File: config.mk
export PLATFORM = sky130hd
export DESIGN_NAME = multi_timer_manager_flat
export DESIGN_NICKNAME = d
export VERILOG_FILES = /design/src/rtl/core/mtm_pkg.sv /design/src/rtl/core/mtm_in_if.sv /design/src/rtl/core/mtm_out_if.sv /design/src/rtl/core/mtm_cfg_if.sv /design/src/rtl/core/multi_timer_manager.sv /design/src/rtl/core/mtm_datapath.sv /design/src/rtl/core/mtm_ctrl.sv /design/src/flat_wrapper.sv
export SDC_FILE = /design/constraint.sdc
export NUM_CORES = 2
export LEC_CHECK = 0
export BUFFER_PORTS_ARGS = -buffer_cell sky130_fd_sc_hd__buf_2
export CORE_AREA = 2 2 509 511
export DETAILED_ROUTE_END_ITERATION = 16
export DIE_AREA = 0 0 511 513
export PLACE_DENSITY_LB_ADDON = 0.3
export SYNTH_ARGS = -nofsm -noshare
export SYNTH_HDL_FRONTEND = slang
export SYNTH_SLANG_ARGS = --single-unit
File: constraint.sdc
create_clock -name i_clk -period 10.95 [get_ports i_clk]
set_clock_uncertainty 0.15 [all_clocks]
set_input_delay 3.285 -clock i_clk [delete_from_list [all_inputs] [get_ports i_clk]]
set_output_delay 3.285 -clock i_clk [all_outputs]
set_load 0.02 [all_outputs]
File: src/rtl/core/mtm_pkg.sv
package mtm_pkg;

    localparam int NUM_SLOTS = 32;
    localparam int AW        = (NUM_SLOTS > 1) ? $clog2(NUM_SLOTS) : 1;
    localparam int CNT_W     = $clog2(NUM_SLOTS + 1);

    localparam logic [31:0] FAR_LIMIT = 32'h0FFF_FFFF;

    localparam logic [2:0] MODE_TICK  = 3'd0;
    localparam logic [2:0] MODE_ALLOC = 3'd1;
    localparam logic [2:0] MODE_FREE  = 3'd2;
    localparam logic [2:0] MODE_BIND  = 3'd3;
    localparam logic [2:0] MODE_ARM   = 3'd4;
    localparam logic [2:0] MODE_CANCEL = 3'd5;
    localparam logic [2:0] MODE_CALL  = 3'd6;

    localparam logic [1:0] KIND_DONE = 2'd0;
    localparam logic [1:0] KIND_MSG  = 2'd1;
    localparam logic [1:0] KIND_SW   = 2'd2;

    localparam logic [1:0] ST_FREE  = 2'd0;
    localparam logic [1:0] ST_ALLOC = 2'd1;
    localparam logic [1:0] ST_ARMED = 2'd2;

    localparam logic [1:0] SCAN_MARK = 2'd0;
    localparam logic [1:0] SCAN_SEL  = 2'd1;
    localparam logic [1:0] SCAN_CALL = 2'd2;

    typedef struct packed {
        logic          capture;
        logic          exec;
        logic          tick_start;
        logic          scan_init;
        logic          rd_en;
        logic [AW-1:0] rd_addr;
        logic          proc;
        logic [AW-1:0] proc_addr;
        logic [1:0]    scan_op;
        logic          pick;
        logic          final_load;
    } t_cmd;

    typedef struct packed {
        logic [2:0] mode;
        logic       found;
        logic       best_task;
        logic       cnt_one;
        logic       cnt_zero;
        logic       need_final;
    } t_stat;

endpackage

File: src/rtl/core/mtm_in_if.sv
interface mtm_in_if;
    logic        valid;
    logic        ready;
    logic [2:0]  mode;
    logic [4:0]  slot;
    logic [31:0] delay;
    logic [7:0]  owner;
    logic signed [31:0] message;
    logic        auto_cancel;

    modport source (output valid, mode, slot, delay, owner, message, auto_cancel,
                    input ready);
    modport sink   (input valid, mode, slot, delay, owner, message, auto_cancel,
                    output ready);
endinterface

File: src/rtl/core/mtm_out_if.sv
interface mtm_out_if;
    logic        valid;
    logic        ready;
    logic [1:0]  kind;
    logic [4:0]  slot_out;
    logic        ok;
    logic [7:0]  owner_out;
    logic signed [31:0] message_out;
    logic        last;

    modport source (output valid, kind, slot_out, ok, owner_out, message_out, last,
                    input ready);
    modport sink   (input valid, kind, slot_out, ok, owner_out, message_out, last,
                    output ready);
endinterface

File: src/rtl/core/mtm_cfg_if.sv
interface mtm_cfg_if;
    logic       valid;
    logic       ready;
    logic [5:0] task_slot;

    modport source (output valid, task_slot, input ready);
    modport sink   (input valid, task_slot, output ready);
endinterface

File: src/rtl/core/multi_timer_manager.sv
// Timer slot manager driven by one tick counter.
// i_in carries one command item: tick, allocate, free, bind, arm, cancel or
// cancel-all-of-owner. o_out returns the result items of each command, the
// final one flagged by last. i_cfg writes the task slot and is always ready;
// write it only while the block is idle.
// Simple commands capture the item, execute it in a decode state and present
// the registered result in the output state. Cancel-all walks every slot
// through the table read port. A tick first walks all slots to mark expired
// ones, then one further walk per expired slot picks the next deadline.
// All walks go through the single read port of the slot tables.
// One item is handled at a time: i_in is ready only once the last result
// of the previous item has been taken. A stalled receiver holds the result
// register and the walk waits. Reset frees every slot, clears the tick and
// arm counters and sets the task slot to none; no clearing pass is needed.
module multi_timer_manager (
    input  logic     i_clk,
    input  logic     i_rst_n,
    mtm_in_if.sink   i_in,
    mtm_out_if.source o_out,
    mtm_cfg_if.sink  i_cfg
);

    mtm_pkg::t_cmd  cmd;
    mtm_pkg::t_stat stat;

    assign i_cfg.ready = 1'b1;

    mtm_ctrl u_ctrl (
        .i_clk       (i_clk),
        .i_rst_n     (i_rst_n),
        .i_in_valid  (i_in.valid),
        .o_in_ready  (i_in.ready),
        .o_out_valid (o_out.valid),
        .i_out_ready (o_out.ready),
        .i_stat      (stat),
        .o_cmd       (cmd)
    );

    mtm_datapath u_dp (
        .i_clk         (i_clk),
        .i_rst_n       (i_rst_n),
        .i_cmd         (cmd),
        .o_stat        (stat),
        .i_mode        (i_in.mode),
        .i_slot        (i_in.slot),
        .i_delay       (i_in.delay),
        .i_owner       (i_in.owner),
        .i_message     (i_in.message),
        .i_auto_cancel (i_in.auto_cancel),
        .i_cfg_we      (i_cfg.valid),
        .i_task_slot   (i_cfg.task_slot),
        .o_kind        (o_out.kind),
        .o_slot_out    (o_out.slot_out),
        .o_ok          (o_out.ok),
        .o_owner_out   (o_out.owner_out),
        .o_message_out (o_out.message_out),
        .o_last        (o_out.last)
    );

endmodule

File: src/rtl/core/mtm_datapath.sv
module mtm_datapath (
    input  logic                  i_clk,
    input  logic                  i_rst_n,
    input  mtm_pkg::t_cmd         i_cmd,
    output mtm_pkg::t_stat        o_stat,
    input  logic [2:0]            i_mode,
    input  logic [4:0]            i_slot,
    input  logic [31:0]           i_delay,
    input  logic [7:0]            i_owner,
    input  logic signed [31:0]    i_message,
    input  logic                  i_auto_cancel,
    input  logic                  i_cfg_we,
    input  logic [5:0]            i_task_slot,
    output logic [1:0]            o_kind,
    output logic [4:0]            o_slot_out,
    output logic                  o_ok,
    output logic [7:0]            o_owner_out,
    output logic signed [31:0]    o_message_out,
    output logic                  o_last
);

    localparam int N  = mtm_pkg::NUM_SLOTS;
    localparam int AW = mtm_pkg::AW;
    localparam int CW = mtm_pkg::CNT_W;

    logic [7:0]  mem_owner [N];
    logic [31:0] mem_msg   [N];
    logic [31:0] mem_dl    [N];
    logic [31:0] mem_ord   [N];

    logic [7:0]  r_rd_owner;
    logic [31:0] r_rd_msg, r_rd_dl, r_rd_ord;

    logic [1:0]  r_status [N];
    logic        r_auto   [N];
    logic        r_pend   [N];

    logic [31:0] r_tick, r_seq;
    logic [5:0]  r_task;

    logic [2:0]  r_mode;
    logic [4:0]  r_slot;
    logic [31:0] r_delay;
    logic [7:0]  r_owner;
    logic [31:0] r_msg;
    logic        r_auto_in;

    logic [CW-1:0] r_cnt;
    logic        r_sw, r_emit, r_found;
    logic [AW-1:0] r_best;
    logic [31:0] r_best_dl, r_best_ord, r_best_msg;
    logic [7:0]  r_best_owner;

    logic [1:0]  r_kind;
    logic [4:0]  r_slot_out;
    logic        r_ok, r_last;
    logic [7:0]  r_owner_out;
    logic [31:0] r_msg_out;

    logic          slot_ok;
    logic [AW-1:0] saddr;
    logic          free_found;
    logic [AW-1:0] free_idx;
    logic          best_task;
    logic [1:0]    pst;
    logic          better;

    assign slot_ok = 32'(r_slot) < 32'(N);
    assign saddr   = AW'(r_slot);
    assign best_task = 32'(r_best) == 32'(r_task);
    assign pst     = r_status[i_cmd.proc_addr];
    assign better  = !r_found || (r_rd_dl < r_best_dl) ||
                     ((r_rd_dl == r_best_dl) && (r_rd_ord > r_best_ord));

    always_comb begin
        free_found = 1'b0;
        free_idx   = '0;
        for (int i = N - 1; i >= 0; i--) begin
            if (r_status[i] == mtm_pkg::ST_FREE) begin
                free_found = 1'b1;
                free_idx   = AW'(i);
            end
        end
    end

    assign o_stat.mode       = r_mode;
    assign o_stat.found      = r_found;
    assign o_stat.best_task  = best_task;
    assign o_stat.cnt_one    = r_cnt == CW'(1);
    assign o_stat.cnt_zero   = r_cnt == '0;
    assign o_stat.need_final = r_sw || !r_emit;

    // Slot tables; owner and message only change on bind, deadline and order on arm.
    always_ff @(posedge i_clk) begin
        if (i_cmd.exec && slot_ok && r_mode == mtm_pkg::MODE_BIND) begin
            mem_owner[saddr] <= r_owner;
            mem_msg[saddr]   <= r_msg;
        end
        if (i_cmd.exec && slot_ok && r_mode == mtm_pkg::MODE_ARM &&
            r_status[saddr] != mtm_pkg::ST_FREE) begin
            mem_dl[saddr]  <= r_tick + r_delay;
            mem_ord[saddr] <= r_seq + 32'd1;
        end
        if (i_cmd.rd_en) begin
            r_rd_owner <= mem_owner[i_cmd.rd_addr];
            r_rd_msg   <= mem_msg[i_cmd.rd_addr];
            r_rd_dl    <= mem_dl[i_cmd.rd_addr];
            r_rd_ord   <= mem_ord[i_cmd.rd_addr];
        end
    end

    // Captured item and payload registers.
    always_ff @(posedge i_clk) begin
        if (i_cmd.capture) begin
            r_mode    <= i_mode;
            r_slot    <= i_slot;
            r_delay   <= i_delay;
            r_owner   <= i_owner;
            r_msg     <= i_message;
            r_auto_in <= i_auto_cancel;
        end
        if (i_cmd.proc && i_cmd.scan_op == mtm_pkg::SCAN_SEL &&
            r_pend[i_cmd.proc_addr] && better) begin
            r_best       <= i_cmd.proc_addr;
            r_best_dl    <= r_rd_dl;
            r_best_ord   <= r_rd_ord;
            r_best_owner <= r_rd_owner;
            r_best_msg   <= r_rd_msg;
        end
        if (i_cmd.exec) begin
            r_kind      <= mtm_pkg::KIND_DONE;
            r_slot_out  <= '0;
            r_ok        <= 1'b0;
            r_owner_out <= '0;
            r_msg_out   <= '0;
            r_last      <= 1'b1;
            if (r_mode == mtm_pkg::MODE_ALLOC && free_found) begin
                r_slot_out <= 5'(free_idx);
                r_ok       <= 1'b1;
            end
            if (r_mode == mtm_pkg::MODE_CANCEL && slot_ok &&
                r_status[saddr] == mtm_pkg::ST_ARMED) begin
                r_ok <= 1'b1;
            end
        end
        if (i_cmd.pick && r_found && !best_task) begin
            r_kind      <= mtm_pkg::KIND_MSG;
            r_slot_out  <= 5'(r_best);
            r_ok        <= 1'b0;
            r_owner_out <= r_best_owner;
            r_msg_out   <= r_best_msg;
            r_last      <= (r_cnt == CW'(1)) && !r_sw;
        end
        if (i_cmd.final_load) begin
            r_kind      <= r_sw ? mtm_pkg::KIND_SW : mtm_pkg::KIND_DONE;
            r_slot_out  <= r_sw ? 5'(r_task) : 5'd0;
            r_ok        <= 1'b0;
            r_owner_out <= '0;
            r_msg_out   <= '0;
            r_last      <= 1'b1;
        end
    end

    always_ff @(posedge i_clk) begin
        if (!i_rst_n) begin
            r_tick  <= '0;
            r_seq   <= '0;
            r_task  <= 6'd32;
            r_cnt   <= '0;
            r_sw    <= 1'b0;
            r_emit  <= 1'b0;
            r_found <= 1'b0;
            for (int i = 0; i < N; i++) begin
                r_status[i] <= mtm_pkg::ST_FREE;
                r_auto[i]   <= 1'b0;
                r_pend[i]   <= 1'b0;
            end
        end else begin
            if (i_cfg_we) begin
                r_task <= i_task_slot;
            end
            if (i_cmd.exec) begin
                unique case (r_mode)
                    mtm_pkg::MODE_ALLOC: begin
                        if (free_found) begin
                            r_status[free_idx] <= mtm_pkg::ST_ALLOC;
                            r_auto[free_idx]   <= 1'b0;
                        end
                    end
                    mtm_pkg::MODE_FREE: begin
                        if (slot_ok) begin
                            r_status[saddr] <= mtm_pkg::ST_FREE;
                        end
                    end
                    mtm_pkg::MODE_BIND: begin
                        if (slot_ok) begin
                            r_auto[saddr] <= r_auto_in;
                        end
                    end
                    mtm_pkg::MODE_ARM: begin
                        if (slot_ok && r_status[saddr] != mtm_pkg::ST_FREE) begin
                            r_status[saddr] <= mtm_pkg::ST_ARMED;
                            r_seq           <= r_seq + 32'd1;
                        end
                    end
                    mtm_pkg::MODE_CANCEL: begin
                        if (slot_ok && r_status[saddr] == mtm_pkg::ST_ARMED) begin
                            r_status[saddr] <= mtm_pkg::ST_ALLOC;
                        end
                    end
                    default: begin
                    end
                endcase
            end
            if (i_cmd.tick_start) begin
                r_tick <= r_tick + 32'd1;
                r_cnt  <= '0;
                r_sw   <= 1'b0;
                r_emit <= 1'b0;
                for (int i = 0; i < N; i++) begin
                    r_pend[i] <= 1'b0;
                end
            end
            if (i_cmd.scan_init) begin
                r_found <= 1'b0;
            end
            if (i_cmd.proc) begin
                unique case (i_cmd.scan_op)
                    mtm_pkg::SCAN_MARK: begin
                        if (pst == mtm_pkg::ST_ARMED && r_rd_dl <= mtm_pkg::FAR_LIMIT &&
                            r_rd_dl <= r_tick) begin
                            r_pend[i_cmd.proc_addr] <= 1'b1;
                            r_cnt <= r_cnt + CW'(1);
                        end
                    end
                    mtm_pkg::SCAN_SEL: begin
                        if (r_pend[i_cmd.proc_addr] && better) begin
                            r_found <= 1'b1;
                        end
                    end
                    mtm_pkg::SCAN_CALL: begin
                        if (pst != mtm_pkg::ST_FREE && r_auto[i_cmd.proc_addr] &&
                            r_rd_owner == r_owner) begin
                            r_status[i_cmd.proc_addr] <= mtm_pkg::ST_FREE;
                        end
                    end
                    default: begin
                    end
                endcase
            end
            if (i_cmd.pick && r_found) begin
                r_status[r_best] <= mtm_pkg::ST_ALLOC;
                r_pend[r_best]   <= 1'b0;
                r_cnt            <= r_cnt - CW'(1);
                if (best_task) begin
                    r_sw <= 1'b1;
                end else begin
                    r_emit <= 1'b1;
                end
            end
        end
    end

    assign o_kind        = r_kind;
    assign o_slot_out    = r_slot_out;
    assign o_ok          = r_ok;
    assign o_owner_out   = r_owner_out;
    assign o_message_out = r_msg_out;
    assign o_last        = r_last;

endmodule

File: src/rtl/core/mtm_ctrl.sv
module mtm_ctrl (
    input  logic           i_clk,
    input  logic           i_rst_n,
    input  logic           i_in_valid,
    output logic           o_in_ready,
    output logic           o_out_valid,
    input  logic           i_out_ready,
    input  mtm_pkg::t_stat i_stat,
    output mtm_pkg::t_cmd  o_cmd
);

    localparam int N  = mtm_pkg::NUM_SLOTS;
    localparam int AW = mtm_pkg::AW;
    localparam int CW = mtm_pkg::CNT_W;

    localparam logic [2:0] S_IDLE  = 3'd0;
    localparam logic [2:0] S_DEC   = 3'd1;
    localparam logic [2:0] S_SCAN  = 3'd2;
    localparam logic [2:0] S_PICK  = 3'd3;
    localparam logic [2:0] S_FINAL = 3'd4;
    localparam logic [2:0] S_OUT   = 3'd5;

    logic [2:0]    r_state, n_state, r_ret, n_ret;
    logic [CW-1:0] r_idx, n_idx;
    logic          r_proc, n_proc;
    logic [AW-1:0] r_paddr, n_paddr;
    logic [1:0]    r_scan, n_scan;
    logic          rd_en;

    assign rd_en = (r_state == S_SCAN) && (32'(r_idx) < 32'(N));

    always_comb begin
        n_state = r_state;
        n_ret   = r_ret;
        n_idx   = r_idx;
        n_proc  = 1'b0;
        n_paddr = r_paddr;
        n_scan  = r_scan;
        o_cmd   = '0;
        o_cmd.rd_addr   = AW'(r_idx);
        o_cmd.proc_addr = r_paddr;
        o_cmd.scan_op   = r_scan;
        o_in_ready  = 1'b0;
        o_out_valid = 1'b0;
        unique case (r_state)
            S_IDLE: begin
                o_in_ready    = 1'b1;
                o_cmd.capture = i_in_valid;
                if (i_in_valid) begin
                    n_state = S_DEC;
                end
            end
            S_DEC: begin
                n_idx = '0;
                if (i_stat.mode == mtm_pkg::MODE_TICK) begin
                    o_cmd.tick_start = 1'b1;
                    o_cmd.scan_init  = 1'b1;
                    n_scan  = mtm_pkg::SCAN_MARK;
                    n_state = S_SCAN;
                end else if (i_stat.mode == mtm_pkg::MODE_CALL) begin
                    n_scan  = mtm_pkg::SCAN_CALL;
                    n_state = S_SCAN;
                end else begin
                    o_cmd.exec = 1'b1;
                    n_ret   = S_IDLE;
                    n_state = S_OUT;
                end
            end
            S_SCAN: begin
                // Read data is registered and arrives in the cycle after its address, so
                // each entry is judged in the cycle after the counter passes it.
                o_cmd.rd_en = rd_en;
                o_cmd.proc  = r_proc;
                n_proc  = rd_en;
                n_paddr = AW'(r_idx);
                if (rd_en) begin
                    n_idx = r_idx + CW'(1);
                end else if (!r_proc) begin
                    unique case (r_scan)
                        mtm_pkg::SCAN_MARK: begin
                            if (i_stat.cnt_zero) begin
                                n_state = S_FINAL;
                            end else begin
                                o_cmd.scan_init = 1'b1;
                                n_idx   = '0;
                                n_scan  = mtm_pkg::SCAN_SEL;
                                n_state = S_SCAN;
                            end
                        end
                        mtm_pkg::SCAN_SEL: begin
                            n_state = S_PICK;
                        end
                        default: begin
                            o_cmd.exec = 1'b1;
                            n_ret   = S_IDLE;
                            n_state = S_OUT;
                        end
                    endcase
                end
            end
            S_PICK: begin
                o_cmd.pick = 1'b1;
                if (!i_stat.found) begin
                    n_state = S_FINAL;
                end else begin
                    n_ret = i_stat.cnt_one ? S_FINAL : S_SCAN;
                    n_idx = '0;
                    o_cmd.scan_init = 1'b1;
                    n_state = i_stat.best_task ? n_ret : S_OUT;
                end
            end
            S_FINAL: begin
                o_cmd.final_load = 1'b1;
                n_ret   = S_IDLE;
                n_state = i_stat.need_final ? S_OUT : S_IDLE;
            end
            S_OUT: begin
                o_out_valid = 1'b1;
                if (i_out_ready) begin
                    n_state = r_ret;
                end
            end
            default: begin
                n_state = S_IDLE;
            end
        endcase
    end

    always_ff @(posedge i_clk) begin
        if (!i_rst_n) begin
            r_state <= S_IDLE;
            r_ret   <= S_IDLE;
            r_idx   <= '0;
            r_proc  <= 1'b0;
            r_paddr <= '0;
            r_scan  <= mtm_pkg::SCAN_MARK;
        end else begin
            r_state <= n_state;
            r_ret   <= n_ret;
            r_idx   <= n_idx;
            r_proc  <= n_proc;
            r_paddr <= n_paddr;
            r_scan  <= n_scan;
        end
    end

endmodule
File: src/flat_wrapper.sv
// flat-port wrapper written by rule: the top's interface ports become plain ports
module multi_timer_manager_flat 
  (i_clk, i_rst_n, i_in_valid, i_in_mode, i_in_slot, i_in_delay, i_in_owner, i_in_message, i_in_auto_cancel, i_in_ready, o_out_valid, o_out_kind, o_out_slot_out, o_out_ok, o_out_owner_out, o_out_message_out, o_out_last, o_out_ready, i_cfg_valid, i_cfg_task_slot, i_cfg_ready);
  mtm_in_if i_in_i ();
  mtm_out_if o_out_i ();
  mtm_cfg_if i_cfg_i ();
  input  logic i_clk;
  input  logic i_rst_n;
  input wire logic [$bits(i_in_i.valid)-1:0] i_in_valid;
  input wire logic [$bits(i_in_i.mode)-1:0] i_in_mode;
  input wire logic [$bits(i_in_i.slot)-1:0] i_in_slot;
  input wire logic [$bits(i_in_i.delay)-1:0] i_in_delay;
  input wire logic [$bits(i_in_i.owner)-1:0] i_in_owner;
  input wire logic [$bits(i_in_i.message)-1:0] i_in_message;
  input wire logic [$bits(i_in_i.auto_cancel)-1:0] i_in_auto_cancel;
  output wire logic [$bits(i_in_i.ready)-1:0] i_in_ready;
  output wire logic [$bits(o_out_i.valid)-1:0] o_out_valid;
  output wire logic [$bits(o_out_i.kind)-1:0] o_out_kind;
  output wire logic [$bits(o_out_i.slot_out)-1:0] o_out_slot_out;
  output wire logic [$bits(o_out_i.ok)-1:0] o_out_ok;
  output wire logic [$bits(o_out_i.owner_out)-1:0] o_out_owner_out;
  output wire logic [$bits(o_out_i.message_out)-1:0] o_out_message_out;
  output wire logic [$bits(o_out_i.last)-1:0] o_out_last;
  input wire logic [$bits(o_out_i.ready)-1:0] o_out_ready;
  input wire logic [$bits(i_cfg_i.valid)-1:0] i_cfg_valid;
  input wire logic [$bits(i_cfg_i.task_slot)-1:0] i_cfg_task_slot;
  output wire logic [$bits(i_cfg_i.ready)-1:0] i_cfg_ready;
  assign i_in_i.valid = i_in_valid;
  assign i_in_i.mode = i_in_mode;
  assign i_in_i.slot = i_in_slot;
  assign i_in_i.delay = i_in_delay;
  assign i_in_i.owner = i_in_owner;
  assign i_in_i.message = i_in_message;
  assign i_in_i.auto_cancel = i_in_auto_cancel;
  assign i_in_ready = i_in_i.ready;
  assign o_out_valid = o_out_i.valid;
  assign o_out_kind = o_out_i.kind;
  assign o_out_slot_out = o_out_i.slot_out;
  assign o_out_ok = o_out_i.ok;
  assign o_out_owner_out = o_out_i.owner_out;
  assign o_out_message_out = o_out_i.message_out;
  assign o_out_last = o_out_i.last;
  assign o_out_i.ready = o_out_ready;
  assign i_cfg_i.valid = i_cfg_valid;
  assign i_cfg_i.task_slot = i_cfg_task_slot;
  assign i_cfg_ready = i_cfg_i.ready;
  multi_timer_manager u_core (.i_clk(i_clk), .i_rst_n(i_rst_n), .i_in(i_in_i), .o_out(o_out_i), .i_cfg(i_cfg_i));
endmodule
==> results_dict.tcl <==
set metrics [dict create \
    start_util 0.599 \
    cp.arrival_ns 6.56 \
    synth_commonest_cells "3708 x edfxtp_1, 1055 x mux4_2, 242 x clkbuf_1, 220 x nand2_1" \
    ys.flop_type "edfxtp_1" \
    maxCapViolations 0 \
    postCtsHoldBufs 0 \
    die_w_um 511 \
    grt_max_degree 155 \
    syn-cell-area_mm2 0.154 \
    ant_nets 0 \
    clock-root-buffer "clkbuf_16" \
    finalCritPeriodShare 0.557 \
    ctsResizeCount 0 \
    utilization 0.672 \
    path_max_fanout 33 \
    drc 0 \
    yosysTopAreaCell "edfxtp_1" \
    cp.required_ns 11.41 \
    die_height_um 513 \
    ys_types 83 \
    syn_avg_cell_area_um2 21.2 \
    post_cts.repair.setup_buffers 0 \
    grt_pass1_wl_um 554000 \
    synth_nets 7486 \
    gp_congestion 0.908 \
    p_leak_uw 0.0520 \
    hold_violations 0 \
    hold_path_class "reg -> reg" \
    p_per_area_mw_per_mm2 182 \
    clock-sinks 3907 \
    final_nets 7845 \
    tightestPinTransition_ns 1.31 \
    clk_path_buf_depth 4 \
    cp_slowest_cell "and2_1" \
    drt-initial-drc-count 10797 \
    cp_num_buf_inv 1 \
    htreeDepth 5 \
    tritoncts "yes" \
    via_per_inst 6.86 \
    path_common_cell "o21ai_0" \
    relSlewSlack 0.122 \
    vias 77604 \
    status "completed" \
    antenna_found_initial 19 \
    synth_top_area_share 0.725 \
    crit_chain "buf_4 > and2_1 > mux2i_1 > a211oi_1 > o21ai_0 > nand3_1 > o21ai_0" \
    io_pins 144 \
    grt_pass1_vias 78614 \
    finalSetupTns_ns 0 \
    routed_wl_um 387000 \
    grtUsageTotal 0.295 \
    fin_crit_ns 6.10 \
    path_clk_slew_ns 0.06 \
    drive_gt1_frac 0.278 \
    ir_drop_uv 202 \
    wire_per_inst_um 34.2 \
    num_rows 186 \
    fin_ws_ns 4.85 \
    start_kind "primary input" \
    core_mm2 0.256 \
    preCtsSetupSlack_ns 3.99 \
    grt_overflow 0 \
    async_flop_share 0 \
    cts_made_buffers 391 \
    crit_family "simple AND/OR/NAND/NOR gates" \
    critPathCaptureType "flip-flop" \
    postSynthCellCount 7260 \
    yosysWarnings 0 \
    dp_hpwl_um 192000 \
    worstSetupPathType "in -> reg" \
    setup_violations 0 \
    layout-area-overhead-vs-synth_pct 12.2 \
    synth-edff-count 3708 \
    ys_seq_area_frac 0.751 \
    critPathMaxStageDelay_ns 0.89 \
    firstDrtPassIters 8 \
    dieArea_mm2 0.262 \
    synth.most_common_cell "edfxtp_1" \
    rsz0062_at_grt "false" \
    fmax_mhz 164 \
    hold_ws_ns 0.262 \
    drv_slew 0 \
    port_buffers 142 \
    synth.area.top_cells "edfxtp_1 72%, mux4_2 15%, dfxtp_1 2.6%, ha_1 1.1%, mux2i_1 0.82%" \
    synth-seq-cells 3907 \
    clock_latency_ns 1.02 \
]
==> state kept, by name, summed over array words and instances, names as in the netlist, 64 cells and up, named ones only <==
name                   flops
u_core.u_dp.mem_dl      1024
u_core.u_dp.mem_msg     1024
u_core.u_dp.mem_ord     1024
u_core.u_dp.mem_owner    256
u_core.u_dp.r_status      64
==> stage by stage <==
stage               cell area [µm²]  instances  total power (µW)
global route                 172000      11316             32200
CTS                          172000      11307             31500
floorplan                    154000       7260             18000
finish                       172000      11319             31400
detailed placement           160000      10606             18500
global placement             160000      10606             18400
==> path summary, 6_finish.rpt <==
kind / start / to / slack, ns / cells after the start
hold / removal: u_core.u_dp.r_rd_msg[27] / u_core.u_dp.r_best_msg[27] / 0.26 / 0
setup reg to reg: flip-flop / u_core.u_dp.mem_ord[15][28] / 5.32 / 11
setup / recovery: i_rst_n / u_core.u_dp.r_status[1][0] / 4.85 / 7
hold reg to reg: u_core.u_dp.r_rd_msg[27] / u_core.u_dp.r_best_msg[27] / 0.26 / 0
==> cells in the final DEF (no fill, tap or decap), types with 21 or more instances in the layout <==
| cell | netlist | final |
|---|---|---|
| clkbuf_16 | 0 | 396 |
| buf_2 | 18 | 141 |
| a21oi_1 | 75 | 73 |
| inv_1 | 131 | 131 |
| a21o_1 | 40 | 40 |
| dfxtp_1 | 199 | 193 |
| mux2_2 | 108 | 108 |
| nand2_1 | 220 | 220 |
| o21a_1 | 23 | 23 |
| nand2b_1 | 25 | 25 |
| mux4_2 | 1055 | 1055 |
| nor2_4 | 0 | 66 |
| mux2i_1 | 126 | 126 |
| nor2_1 | 199 | 132 |
| clkinv_1 | 0 | 65 |
| clkinv_2 | 0 | 72 |
| nand3_1 | 80 | 80 |
| ha_1 | 133 | 133 |
| xnor2_1 | 83 | 52 |
| clkbuf_8 | 0 | 27 |
| bufinv_16 | 0 | 37 |
| buf_4 | 2 | 161 |
| and2_1 | 61 | 59 |
| a22oi_1 | 35 | 35 |
| a21boi_0 | 28 | 28 |
| a22o_1 | 44 | 44 |
| o21ai_0 | 120 | 120 |
| nor3_1 | 65 | 65 |
| xnor2_2 | 0 | 23 |
| edfxtp_1 | 3708 | 3708 |
| or3_1 | 26 | 26 |
| nand4_1 | 41 | 41 |
| nor4_1 | 21 | 21 |
| clkbuf_1 | 242 | 72 |
| nor2b_1 | 51 | 51 |
==> where the power goes <==
group	total, µW	leakage (µW)	switching (µW)	internal [µW]
clock network	13200	0.00615	5520	7670
registers	16900	0.0340	257	16700
logic	1270	0.0119	799	471
total	31400	0.0520	6580	24800
==> final cells by class <==
class	instances	area, µm²
flip-flops and latches	3907	115000
clock buffers	495	10600
multi-input cells	2869	37400
clock inverters	206	2020
inverters	131	492
well taps	3384	4230
fillers	15410	84000
repair buffers	319	2230
diodes	8	20.0
==> per-layer routing <==
metal,part of all wire,global-route usage
met5,0.00024,0
met4,0.036,0.102
met3,0.096,0.0533
met2,0.50,0.487
met1,0.37,0.403
==> kinds of logic (layout without fill, tap and decap cells) <==
logic type,Yosys count,count (layout),share of synthesized area
compound gates,469,469,0.0204
simple gates,857,857,0.0275
other cells,1,9,0.0000244
flops,3907,3907,0.751
xor+xnor,115,115,0.00656
buf+inv,484,1151,0.0122
fa+ha+maj,134,134,0.0110
mux,1293,1293,0.171
Note: power is estimated with default switching activity, not from simulation.
